--- src/design/mma_pkg.sv ---
// ----------------------------------------------------------------------------
// mma_pkg
// Shared types, constants and helpers of the matrix multiply-accumulate unit.
// ----------------------------------------------------------------------------
package mma_pkg;

    localparam int MAX_DIM     = 8;
    localparam int STORE_DEPTH = MAX_DIM * MAX_DIM;
    localparam int ADDR_W      = $clog2(STORE_DEPTH);
    localparam int IDX_W       = 3;
    localparam int CFG_W       = 4;
    localparam int CFG_IDX_W   = 2;
    localparam int ELEM_W      = 16;
    localparam int CVAL_W      = 32;
    localparam int PROD_W      = 2 * ELEM_W;
    localparam int ACC_W       = 36;

    typedef enum logic [1:0] {
        ACT_LOAD_A  = 2'd0,
        ACT_LOAD_B  = 2'd1,
        ACT_LOAD_C  = 2'd2,
        ACT_COMPUTE = 2'd3
    } t_action;

    typedef enum logic [CFG_IDX_W-1:0] {
        REG_ROWS_M     = 2'd0,
        REG_INNER_K    = 2'd1,
        REG_COLS_N     = 2'd2,
        REG_ACCUMULATE = 2'd3
    } t_reg_index;

    typedef enum logic [1:0] {
        ST_IDLE,
        ST_RUN,
        ST_DRAIN
    } t_state;

    function automatic logic [CFG_W-1:0] clamp_dim(input logic [CFG_W-1:0] d);
        logic [CFG_W-1:0] res;
        res = d;
        if (d == '0) begin
            res = CFG_W'(1);
        end else if (d > CFG_W'(MAX_DIM)) begin
            res = CFG_W'(MAX_DIM);
        end
        return res;
    endfunction

    function automatic logic [ADDR_W-1:0] addr_of(input logic [IDX_W-1:0] r,
                                                  input logic [IDX_W-1:0] c);
        return ADDR_W'(r * MAX_DIM + c);
    endfunction

    function automatic logic [CVAL_W-1:0] sat32(input logic signed [ACC_W-1:0] s);
        logic [CVAL_W-1:0] res;
        res = s[CVAL_W-1:0];
        if (!(&s[ACC_W-1:CVAL_W-1]) && (|s[ACC_W-1:CVAL_W-1])) begin
            res = s[ACC_W-1] ? {1'b1, {(CVAL_W-1){1'b0}}} : {1'b0, {(CVAL_W-1){1'b1}}};
        end
        return res;
    endfunction

endpackage

--- src/design/mma_ram.sv ---
// ----------------------------------------------------------------------------
// mma_ram
// Generic single-write, single-read RAM with registered read data.
// ----------------------------------------------------------------------------
module mma_ram #(
    parameter int WIDTH = 16,
    parameter int DEPTH = 64
) (
    input  logic                     i_clk,
    input  logic                     i_we,
    input  logic [$clog2(DEPTH)-1:0] i_waddr,
    input  logic [WIDTH-1:0]         i_wdata,
    input  logic [$clog2(DEPTH)-1:0] i_raddr,
    output logic [WIDTH-1:0]         o_rdata
);

    logic [WIDTH-1:0] r_mem [DEPTH];
    logic [WIDTH-1:0] r_rdata;

    always_ff @(posedge i_clk) begin
        if (i_we) begin
            r_mem[i_waddr] <= i_wdata;
        end
        r_rdata <= r_mem[i_raddr];
    end

    assign o_rdata = r_rdata;

endmodule

--- src/design/matrix_multiply_accumulate_unit.sv ---
// ----------------------------------------------------------------------------
// matrix_multiply_accumulate_unit
// C = A x B or C += A x B over A, B and C held in on-chip RAMs.
// ----------------------------------------------------------------------------
// Input channel (i_in_valid / o_in_ready) carries one word per load or
// compute command. Load words write one A, B or C entry; the unit is ready
// again in the next cycle. A compute word starts a run that
// emits every C entry of the rows_m x cols_n area in row-major order on the
// output channel (o_out_valid / i_out_ready), o_last set on the final one.
// Each C entry reads one A and one B element per cycle through single read
// ports, then a multiply stage and an accumulate stage drain before the
// saturated sum is written back to C and registered out. No input word is
// accepted during a run. If the receiver stalls, the finished entry stays
// in the output register and the run holds the next sum until it is taken.
// Configuration is written through i_cfg_we / i_cfg_index / i_cfg_data;
// the user must write it only while idle, the unit does not enforce this.
// Reset returns the registers to 8 x 8 x 8, no accumulate, and marks all C
// entries as zero; A and B hold no reset value.
// ----------------------------------------------------------------------------
module matrix_multiply_accumulate_unit
    import mma_pkg::*;
(
    input  logic                 i_clk,
    input  logic                 i_rst_n,
    input  logic                 i_cfg_we,
    input  logic [CFG_IDX_W-1:0] i_cfg_index,
    input  logic [CFG_W-1:0]     i_cfg_data,
    input  logic                 i_in_valid,
    output logic                 o_in_ready,
    input  logic [1:0]           i_action,
    input  logic [IDX_W-1:0]     i_row,
    input  logic [IDX_W-1:0]     i_col,
    input  logic signed [ELEM_W-1:0] i_element,
    input  logic signed [CVAL_W-1:0] i_prior,
    output logic                 o_out_valid,
    input  logic                 i_out_ready,
    output logic [IDX_W-1:0]     o_out_row,
    output logic [IDX_W-1:0]     o_out_col,
    output logic signed [CVAL_W-1:0] o_value,
    output logic                 o_last
);

    // configuration
    logic [CFG_W-1:0] r_rows_m, r_inner_k, r_cols_n;
    logic             r_accumulate;

    always_ff @(posedge i_clk) begin
        if (!i_rst_n) begin
            r_rows_m     <= CFG_W'(MAX_DIM);
            r_inner_k    <= CFG_W'(MAX_DIM);
            r_cols_n     <= CFG_W'(MAX_DIM);
            r_accumulate <= 1'b0;
        end else if (i_cfg_we) begin
            unique case (t_reg_index'(i_cfg_index))
                REG_ROWS_M:     r_rows_m     <= i_cfg_data;
                REG_INNER_K:    r_inner_k    <= i_cfg_data;
                REG_COLS_N:     r_cols_n     <= i_cfg_data;
                REG_ACCUMULATE: r_accumulate <= i_cfg_data[0];
                default: ;
            endcase
        end
    end

    logic [CFG_W-1:0] m_dim, k_dim, n_dim;
    assign m_dim = clamp_dim(r_rows_m);
    assign k_dim = clamp_dim(r_inner_k);
    assign n_dim = clamp_dim(r_cols_n);

    // control
    t_state           r_state, n_state;
    logic [IDX_W-1:0] r_i, r_j, r_t;
    logic             in_acc, load_ok, is_compute;
    logic             t_end, i_end, j_end, out_free, emit;
    logic             r_acc_done;

    assign in_acc     = i_in_valid && o_in_ready;
    assign is_compute = (t_action'(i_action) == ACT_COMPUTE);
    assign load_ok    = (32'(i_row) < MAX_DIM) && (32'(i_col) < MAX_DIM);
    assign t_end      = ({1'b0, r_t} == k_dim - CFG_W'(1));
    assign i_end      = ({1'b0, r_i} == m_dim - CFG_W'(1));
    assign j_end      = ({1'b0, r_j} == n_dim - CFG_W'(1));
    assign out_free   = !o_out_valid || i_out_ready;
    assign o_in_ready = (r_state == ST_IDLE);

    always_comb begin
        n_state = r_state;
        emit    = 1'b0;
        unique case (r_state)
            ST_IDLE: begin
                if (in_acc && is_compute) n_state = ST_RUN;
            end
            ST_RUN: begin
                if (t_end) n_state = ST_DRAIN;
            end
            ST_DRAIN: begin
                if (r_acc_done && out_free) begin
                    emit    = 1'b1;
                    n_state = (i_end && j_end) ? ST_IDLE : ST_RUN;
                end
            end
            default: n_state = ST_IDLE;
        endcase
    end

    always_ff @(posedge i_clk) begin
        if (!i_rst_n) begin
            r_state <= ST_IDLE;
            r_i     <= '0;
            r_j     <= '0;
            r_t     <= '0;
        end else begin
            r_state <= n_state;
            if (r_state == ST_IDLE) begin
                r_i <= '0;
                r_j <= '0;
                r_t <= '0;
            end else if (r_state == ST_RUN) begin
                r_t <= t_end ? '0 : r_t + IDX_W'(1);
            end else if (emit) begin
                if (j_end) begin
                    r_j <= '0;
                    r_i <= r_i + IDX_W'(1);
                end else begin
                    r_j <= r_j + IDX_W'(1);
                end
            end
        end
    end

    // memories
    logic               a_we, b_we, c_we;
    logic [ADDR_W-1:0]  ld_addr, c_waddr, c_raddr;
    logic [CVAL_W-1:0]  c_wdata, c_rdata, sat_val;
    logic [ELEM_W-1:0]  a_rdata, b_rdata;
    logic               ld_en;

    assign ld_en   = in_acc && !is_compute && load_ok;
    assign ld_addr = addr_of(i_row, i_col);
    assign a_we    = ld_en && (t_action'(i_action) == ACT_LOAD_A);
    assign b_we    = ld_en && (t_action'(i_action) == ACT_LOAD_B);
    assign c_we    = (ld_en && (t_action'(i_action) == ACT_LOAD_C)) || emit;
    assign c_waddr = emit ? addr_of(r_i, r_j) : ld_addr;
    assign c_wdata = emit ? sat_val : i_prior;
    assign c_raddr = addr_of(r_i, r_j);

    mma_ram #(.WIDTH(ELEM_W), .DEPTH(STORE_DEPTH)) u_a_ram (
        .i_clk   (i_clk),
        .i_we    (a_we),
        .i_waddr (ld_addr),
        .i_wdata (i_element),
        .i_raddr (addr_of(r_i, r_t)),
        .o_rdata (a_rdata)
    );

    mma_ram #(.WIDTH(ELEM_W), .DEPTH(STORE_DEPTH)) u_b_ram (
        .i_clk   (i_clk),
        .i_we    (b_we),
        .i_waddr (ld_addr),
        .i_wdata (i_element),
        .i_raddr (addr_of(r_t, r_j)),
        .o_rdata (b_rdata)
    );

    mma_ram #(.WIDTH(CVAL_W), .DEPTH(STORE_DEPTH)) u_c_ram (
        .i_clk   (i_clk),
        .i_we    (c_we),
        .i_waddr (c_waddr),
        .i_wdata (c_wdata),
        .i_raddr (c_raddr),
        .o_rdata (c_rdata)
    );

    // C entries never written since reset read as zero
    logic [STORE_DEPTH-1:0] r_c_vld;
    logic                   r_c_rd_vld;

    always_ff @(posedge i_clk) begin
        if (!i_rst_n) begin
            r_c_vld <= '0;
        end else if (c_we) begin
            r_c_vld[c_waddr] <= 1'b1;
        end
        r_c_rd_vld <= r_c_vld[c_raddr];
    end

    // multiply-accumulate pipe
    logic                     r_s1_vld, r_s1_first, r_s1_last;
    logic                     r_s2_vld, r_s2_first, r_s2_last;
    logic signed [PROD_W-1:0] r_prod;
    logic signed [ACC_W-1:0]  r_base, r_acc;

    always_ff @(posedge i_clk) begin
        if (!i_rst_n) begin
            r_s1_vld   <= 1'b0;
            r_s2_vld   <= 1'b0;
            r_acc_done <= 1'b0;
        end else begin
            r_s1_vld <= (r_state == ST_RUN);
            r_s2_vld <= r_s1_vld;
            if (r_s2_vld && r_s2_last) begin
                r_acc_done <= 1'b1;
            end else if (emit) begin
                r_acc_done <= 1'b0;
            end
        end
    end

    always_ff @(posedge i_clk) begin
        r_s1_first <= (r_t == '0);
        r_s1_last  <= t_end;
        r_s2_first <= r_s1_first;
        r_s2_last  <= r_s1_last;
        r_prod     <= $signed(a_rdata) * $signed(b_rdata);
        if (r_s1_vld && r_s1_first) begin
            r_base <= (r_accumulate && r_c_rd_vld)
                    ? {{(ACC_W-CVAL_W){c_rdata[CVAL_W-1]}}, c_rdata} : '0;
        end
        if (r_s2_vld) begin
            r_acc <= (r_s2_first ? r_base : r_acc)
                   + {{(ACC_W-PROD_W){r_prod[PROD_W-1]}}, r_prod};
        end
    end

    assign sat_val = sat32(r_acc);

    // output register
    logic                     r_out_vld, r_out_last;
    logic [IDX_W-1:0]         r_out_row, r_out_col;
    logic signed [CVAL_W-1:0] r_out_val;

    always_ff @(posedge i_clk) begin
        if (!i_rst_n) begin
            r_out_vld <= 1'b0;
        end else if (emit) begin
            r_out_vld <= 1'b1;
        end else if (i_out_ready) begin
            r_out_vld <= 1'b0;
        end
    end

    always_ff @(posedge i_clk) begin
        if (emit) begin
            r_out_row  <= r_i;
            r_out_col  <= r_j;
            r_out_val  <= sat_val;
            r_out_last <= i_end && j_end;
        end
    end

    assign o_out_valid = r_out_vld;
    assign o_out_row   = r_out_row;
    assign o_out_col   = r_out_col;
    assign o_value     = r_out_val;
    assign o_last      = r_out_last;

endmodule

--- config.mk ---
export PLATFORM = sky130hd
export DESIGN_NAME = matrix_multiply_accumulate_unit
export DESIGN_NICKNAME = d
export VERILOG_FILES = /design/src/design/mma_pkg.sv /design/src/design/mma_ram.sv /design/src/design/matrix_multiply_accumulate_unit.sv
export SDC_FILE = /design/constraint.sdc
export NUM_CORES = 2
export LEC_CHECK = 0
export BUFFER_PORTS_ARGS = -buffer_cell sky130_fd_sc_hd__buf_2
export CAP_MARGIN = 40
export CORE_ASPECT_RATIO = 1.25
export CORE_MARGIN = 3
export CORE_UTILIZATION = 48
export DETAILED_ROUTE_END_ITERATION = 10
export HOLD_SLACK_MARGIN = 0.12
export MAX_ROUTING_LAYER = met4
export PLACE_DENSITY = 0.66
export SLEW_MARGIN = 10
export SYNTH_ARGS = -nofsm -noshare
export SYNTH_HDL_FRONTEND = slang
export SYNTH_HIERARCHICAL = 1
export SYNTH_SLANG_ARGS = --single-unit
--- constraint.sdc ---
create_clock -name i_clk -period 7.7 [get_ports i_clk]
set_input_delay 0 -clock i_clk [delete_from_list [all_inputs] [get_ports i_clk]]
set_output_delay 0 -clock i_clk [all_outputs]
set_load 0.01 [all_outputs]
# After elaboration in Yosys (flattened, before gate mapping)
# Memory sizes are Yosys's and may differ from the RTL's. A register that Yosys moved wholly into a read port is not among the register bits.
# Cells that the tools add are included.
# totals
reg_bits,236
ram_bits,4096
in_bits,67
wordCells,134
mem_count,3
# classes
addsub,11
n_mul,1
magnitude_cmp,6
n_eq_ne,14
muxes,34
bitwise,3
n_reduce_logical,37
# mem_list
memory,depth,width,rd,rd_clocked_by_memory_dff,write_ports,line_no,source
u_c_ram.r_mem,64,32,1,1,1,mma_ram.sv:17,logic [WIDTH-1:0] r_mem [DEPTH];
u_a_ram.r_mem,64,16,1,1,1,mma_ram.sv:17,
u_b_ram.r_mem,64,16,1,1,1,mma_ram.sv:17,
# op_table
cell,n
$mux W32,3
$or A64 B64 Y64,1
$add A36 B36 Y36,1
$mux W36,1
$mul A16 B16 Y32,1
$add A6 B3 Y6,4
$mux W4,6
$mux W1,15
$lt A6 B7 Y1 const B,2
$logic_and A1 B1 Y1,13
$eq A3 B4 Y1,3
$gt A4 B4 Y1 const B,3
$logic_not A4 Y1,3
$sub A4 B1 Y4 const B,3
$eq A2 B2 Y1 const B,5
$reduce_and A2 Y1,5
$add A3 B1 Y3 const B,3
$bmux W1 S6,1
$demux W1 S6,1
$eq A2 B1 Y1 const B,3
$ge A6 B1 Y1 const B,1
$logic_not A2 Y1,3
$mux W2,3
$mux W3,2
13 further kinds,20

# Logic depth before layout (Yosys ltp)
# logic_depth
depth_word,11
depth_mapped,23
ltp_nobuf,22

# Modules after synthesis
# Netlist, hierarchy kept.
# by_module_without_submodules
module,instances,cells_per_inst,area_each_um2,seq_area_each_um2
mma_ram (u_a_ram ...),2,1829,40042.2,31069.8
mma_ram (u_c_ram),1,3324,78515.3,62139.6
matrix_multiply_accumulate_unit,1,2090,21134.0,5795.6

# Least setup slack after synthesis
# OpenSTA, ideal clock, no wires.
# synth_path
path_kind,register -> register
startpoint,reg u_a_ram.r_rdata[15] (netlist: u_a_ram/o_rdata[15]) (read register of u_a_ram.r_mem)
endpoint,reg r_prod[30]
arrival_ns,5.926
t_required_ns,7.628
path_slack_ns,1.701
stages_incl_launch_ff,21
path_buffers,1
period_less_slack_ns,5.999
path_cell_list,dfxtp_1 -> clkbuf_1 -> nand2_1 -> inv_1 -> fa_1 -> fa_1 -> fa_1 -> fa_1 -> fa_1 -> inv_1 -> fa_1 -> inv_1 -> ha_1 -> nand4_1 -> nor3_1 -> nand2_1 -> a21oi_1 -> o41ai_1 -> o2111ai_1 -> a21oi_1 -> xnor2_1
# synth_between
elab_chain_len,1
# synth_lines
item,line_no,source
start: declaration,mma_ram.sv:18,logic [WIDTH-1:0] r_rdata;
$mul A16 B16 Y32,matrix_multiply_accumulate_unit.sv:213,r_prod <= $signed(a_rdata) * $signed(b_rdata);
end signal: assignment,matrix_multiply_accumulate_unit.sv:213,
end: declaration,matrix_multiply_accumulate_unit.sv:189,logic signed [PROD_W-1:0] r_prod;
# Every way passes these cells.
# A chain may end at the register's enable or synchronous reset.

# Final worst setup path
# layout_path
startpoint,reg u_b_ram.r_rdata[1] (netlist: u_b_ram/o_rdata[1]) (read register of u_b_ram.r_mem)
endpoint,reg r_prod[31]
# layout_between
elab_chain_len,1
# layout_lines
item,line_no
start: declaration,mma_ram.sv:18
$mul A16 B16 Y32,matrix_multiply_accumulate_unit.sv:213
# Every way passes these cells.

==> key figures <==
Run status
  • Result of the run: finished clean

Timing
  • Unrepaired setup endpoints after global routing: false
  • Period utilization: 89.6%
  • Slew HR: 30.6%
  • Final setup fails: 0
  • Clk_skew: 84.7 ps
  • FMAX: 145 MHz
  • Pins over their slew limit: 0
  • Post-Route Setup TNS: 0 ps
  • Fin. Hold Viols: 0
  • Final min period: 6900 ps
  • Tightest Pin Transition: 1040 ps

Hold path
  • Min-delay src: i_prior[11]
  • Hold path cells: 3
  • Min-Delay Path Class: primary input to register
  • Hold path endpoint: u_c_ram/r_mem[30][11]

Global route
  • Largest net degree at the start of global routing: 135
  • Grt ovf: 0
  • Initial antenna violation count: 27
  • Total track usage: 24.2%
  • Vias in the first global route: 92,500
  • Global-route wire length before repair: 659,000 um

Yosys
  • Ys Warns: 6
  • Synthesized flop and latch total: 4,396
  • Post-Syn Nets: 9,526
  • Number of synthesized flops with an enable pin: 4,203
  • Top-area cell type share of the netlist area: 70.2%
  • Primary FF master, synth: edfxtp_1
  • Synth Instances: 9,072
  • FFs w/ async S/R, synth: 0%
  • Mean post-synth cell area: 19.8 um2
  • Most frequent cells after synthesis: 4,203 x edfxtp_1, 1,005 x mux4_2, 386 x nor2_1, 327 x inv_1, 301 x nand2_1
  • Main combinational cell family by area after synthesis: multiplexers
  • Count leader, synth: edfxtp_1
  • Post-synth cell types: 87
  • Sequential share of the synthesized area: 72.4%
  • XOR/XNOR Fraction of Synth Area: 0.365%
  • Synth Area in Adders: 3.79%
  • Post-synthesis simple-gate area fraction: 3.40%
  • Leading area contributor after synthesis: edfxtp_1
  • Proportion of synthesized area in mux cells: 15.0%
  • Compound-cell area share of the yosys netlist: 2.90%
  • Mapped Area: 180,000 um2
  • Top cells by area, synth: edfxtp_1 70%, mux4_2 13%, fa_1 2.9%

Pwr
  • Leak: 64.2 nW
  • Design internal power: 39.6 mW
  • Flop pwr share: 51.5%
  • Sw power: 12.0 mW
  • Max IR drop VDD: 0.207 mV
  • Combinational Power Share: 9.5%
  • Pwr per Cell Area: 254 nW/um2
  • Net switching fraction of the power: 23.2%
  • Tot Pwr: 51.5 mW
  • Clock power frac: 39.0%

Clock network
  • CTS root buf: clkbuf_16
  • CTS buffer count: 415
  • Postcts setup bufs: 0
  • H-tree Lvls: 5
  • CTS tree: done
  • Clock sinks: 4,396
  • Clk_lat worst skew: 990 ps
  • Clock Pin Slew Worst Setup and Hold Paths: 60 ps
  • Clock tree buffer depth: 4

Floorplanning
  • Initial Util: 48.3%
  • Die Area: 382,000 um2
  • Die Y: 690 um
  • Core area: 372,000 um2
  • Rows: 250
  • I/O Pins: 108
  • Die Width: 553 um

Worst setup path
  • Critical path endpoint category: register
  • Worst R2R Setup Slack: 800 ps
  • Reg2reg path depth: 18
  • Data arrival time of the worst path: 7730 ps
  • Worst EP required: 8530 ps
  • Worst setup SP type: register
  • WS Path Type: register to register
  • Reg2reg start: u_b_ram/o_rdata[1]
  • Reg2reg end: r_prod[31]
  • Critical path fanouts, max: 16

Cells and area
  • Area growth, synth to finish: 13.1%
  • Register area: 130,000 um2
  • Area of the multi-input gates: 46,500 um2
  • Share of cells above drive strength 1: 23.9%
  • Final #Nets: 10,100
  • FILL cells: 27,800

Placement
  • GP Congestion: 0.878
  • Dpl hpwl: 278,000 um
  • PortBufs: 107

Route
  • WL final: 454,000 um
  • Vias post-DR: 90,700
  • Iteration-0 DRC Markers: 10,500
  • Via density: 6.07
  • Antenna-violating nets left: 0
  • WL/cell: 30.4 um
  • Remaining DRCs: 0
  • Drt first pass iters: 5

Flow run
  • MaxCap Viol Count: 0
## cells in the final DEF (no fill, tap or decap), types with 115 or more instances in the layout
cell and count:
buf_4 322, a21oi_1 172, fa_1 263, mux2i_1 284
ha_1 124, dfxtp_1 182, nand2_1 301, clkbuf_16 420
edfxtp_1 4203, mux4_2 1005, nor2_1 286, and2_1 139
inv_1 327, mux2_2 115
## metal layers
| layer | track usage [%] | share of wire (%) | vias to the layer above |
|---|---|---|---|
| met4 | 8.64 | 4.3 | 0 |
| met2 | 39.7 | 50 | 4054 |
| li1 | - | - | 37700 |
| met1 | 31.3 | 38 | 48300 |
| met5 | - | 0 | - |
| met3 | 3.35 | 7.3 | 746 |
## sequential cells by signal (all words and copies together) (netlist names), 32 cells and up
register,flops
u_c_ram/r_mem,2048
u_a_ram/r_mem,1024
u_b_ram/r_mem,1024
r_c_vld,64
r_acc,36
o_value,32
r_base,32
r_prod,32
u_c_ram/o_rdata,32
## stage by stage
step                      hold WS, ps  utilization (%)  instance area (um2)  cells  worst slack, ps
after floorplan                  98.9                -               180000   9072             1700
after global placement            275             50.3               187000  13900              967
after detailed placement          283             50.7               188000  14000              839
after CTS                         132             54.6               203000  14900              766
after global routing              209             54.7               203000  14900              358
final                             201             54.7               203000  14900              801
## power by group through the flow
| stage | combinational [mW] | clock [mW] | sequential (mW) |
|---|---|---|---|
| after floorplan | 3.41 | 0 | 26.9 |
| after global placement | 4.67 | 0 | 27.0 |
| after detailed placement | 4.86 | 0 | 27.0 |
| after CTS | 4.94 | 20.4 | 26.5 |
| after global routing | 5.55 | 21.4 | 26.5 |
| final | 4.92 | 20.1 | 26.5 |
## worst max-delay path: stages, from the launching register on
cell and delay, ps:
dfxtp_1 740, nand2_1 210, inv_1 170, fa_1 550, fa_1 890, fa_1 520, fa_1 510, fa_1 490
inv_1 50, fa_1 470, inv_1 40, ha_1 380, nand4_1 170, nor3_1 420, nand3_1 150, o2111ai_1 400
nand3_1 150, and3_1 180, a311oi_1 260
## layout make-up
type / instances / share of cell area (%)
Inverter: 331 / 0.612
Tap cell: 4914 / 3.02
Clock inverter: 219 / 1.04
Clock buffer: 549 / 5.53
Sequential cell: 4396 / 64.0
Timing Repair Buffer: 628 / 2.90
Multi-Input combinational cell: 3881 / 22.9
Antenna cell: 26 / 0.0320
## timing repair
item | 4_1_cts | 5_1_grt
gates resized for setup | 0 | 0
hold buffers | 119 | 0
hold endpoints to repair | 3770 | 0
## how the worst max path moves through the flow
stage	startpoint	to	slack, ps	depth (start not counted)
after floorplan	u_a_ram/o_rdata[15]	r_prod[30]	1700	20
final	u_b_ram/o_rdata[1]	r_prod[31]	800	18
after CTS	u_b_ram/o_rdata[1]	r_prod[31]	770	18
after global routing	u_b_ram/o_rdata[1]	r_prod[31]	360	18
after global placement	u_a_ram/o_rdata[5]	r_prod[30]	970	20
after detailed placement	u_b_ram/o_rdata[1]	r_prod[31]	840	18
## kinds of logic (layout without fill, tap and decap cells)
group                      count (synthesis)  count (layout)
buffers and inverters                    795            1727
xor gates and xnor gates                  75              75
other                                      0              26
adders and majority gates                387             387
AOI/OAI and AO/OA                        755             755
muxes                                   1412            1412
DFF                                     4396            4396
and+or+nand+nor                         1252            1252
Note: power is estimated with default switching activity, not from simulation.
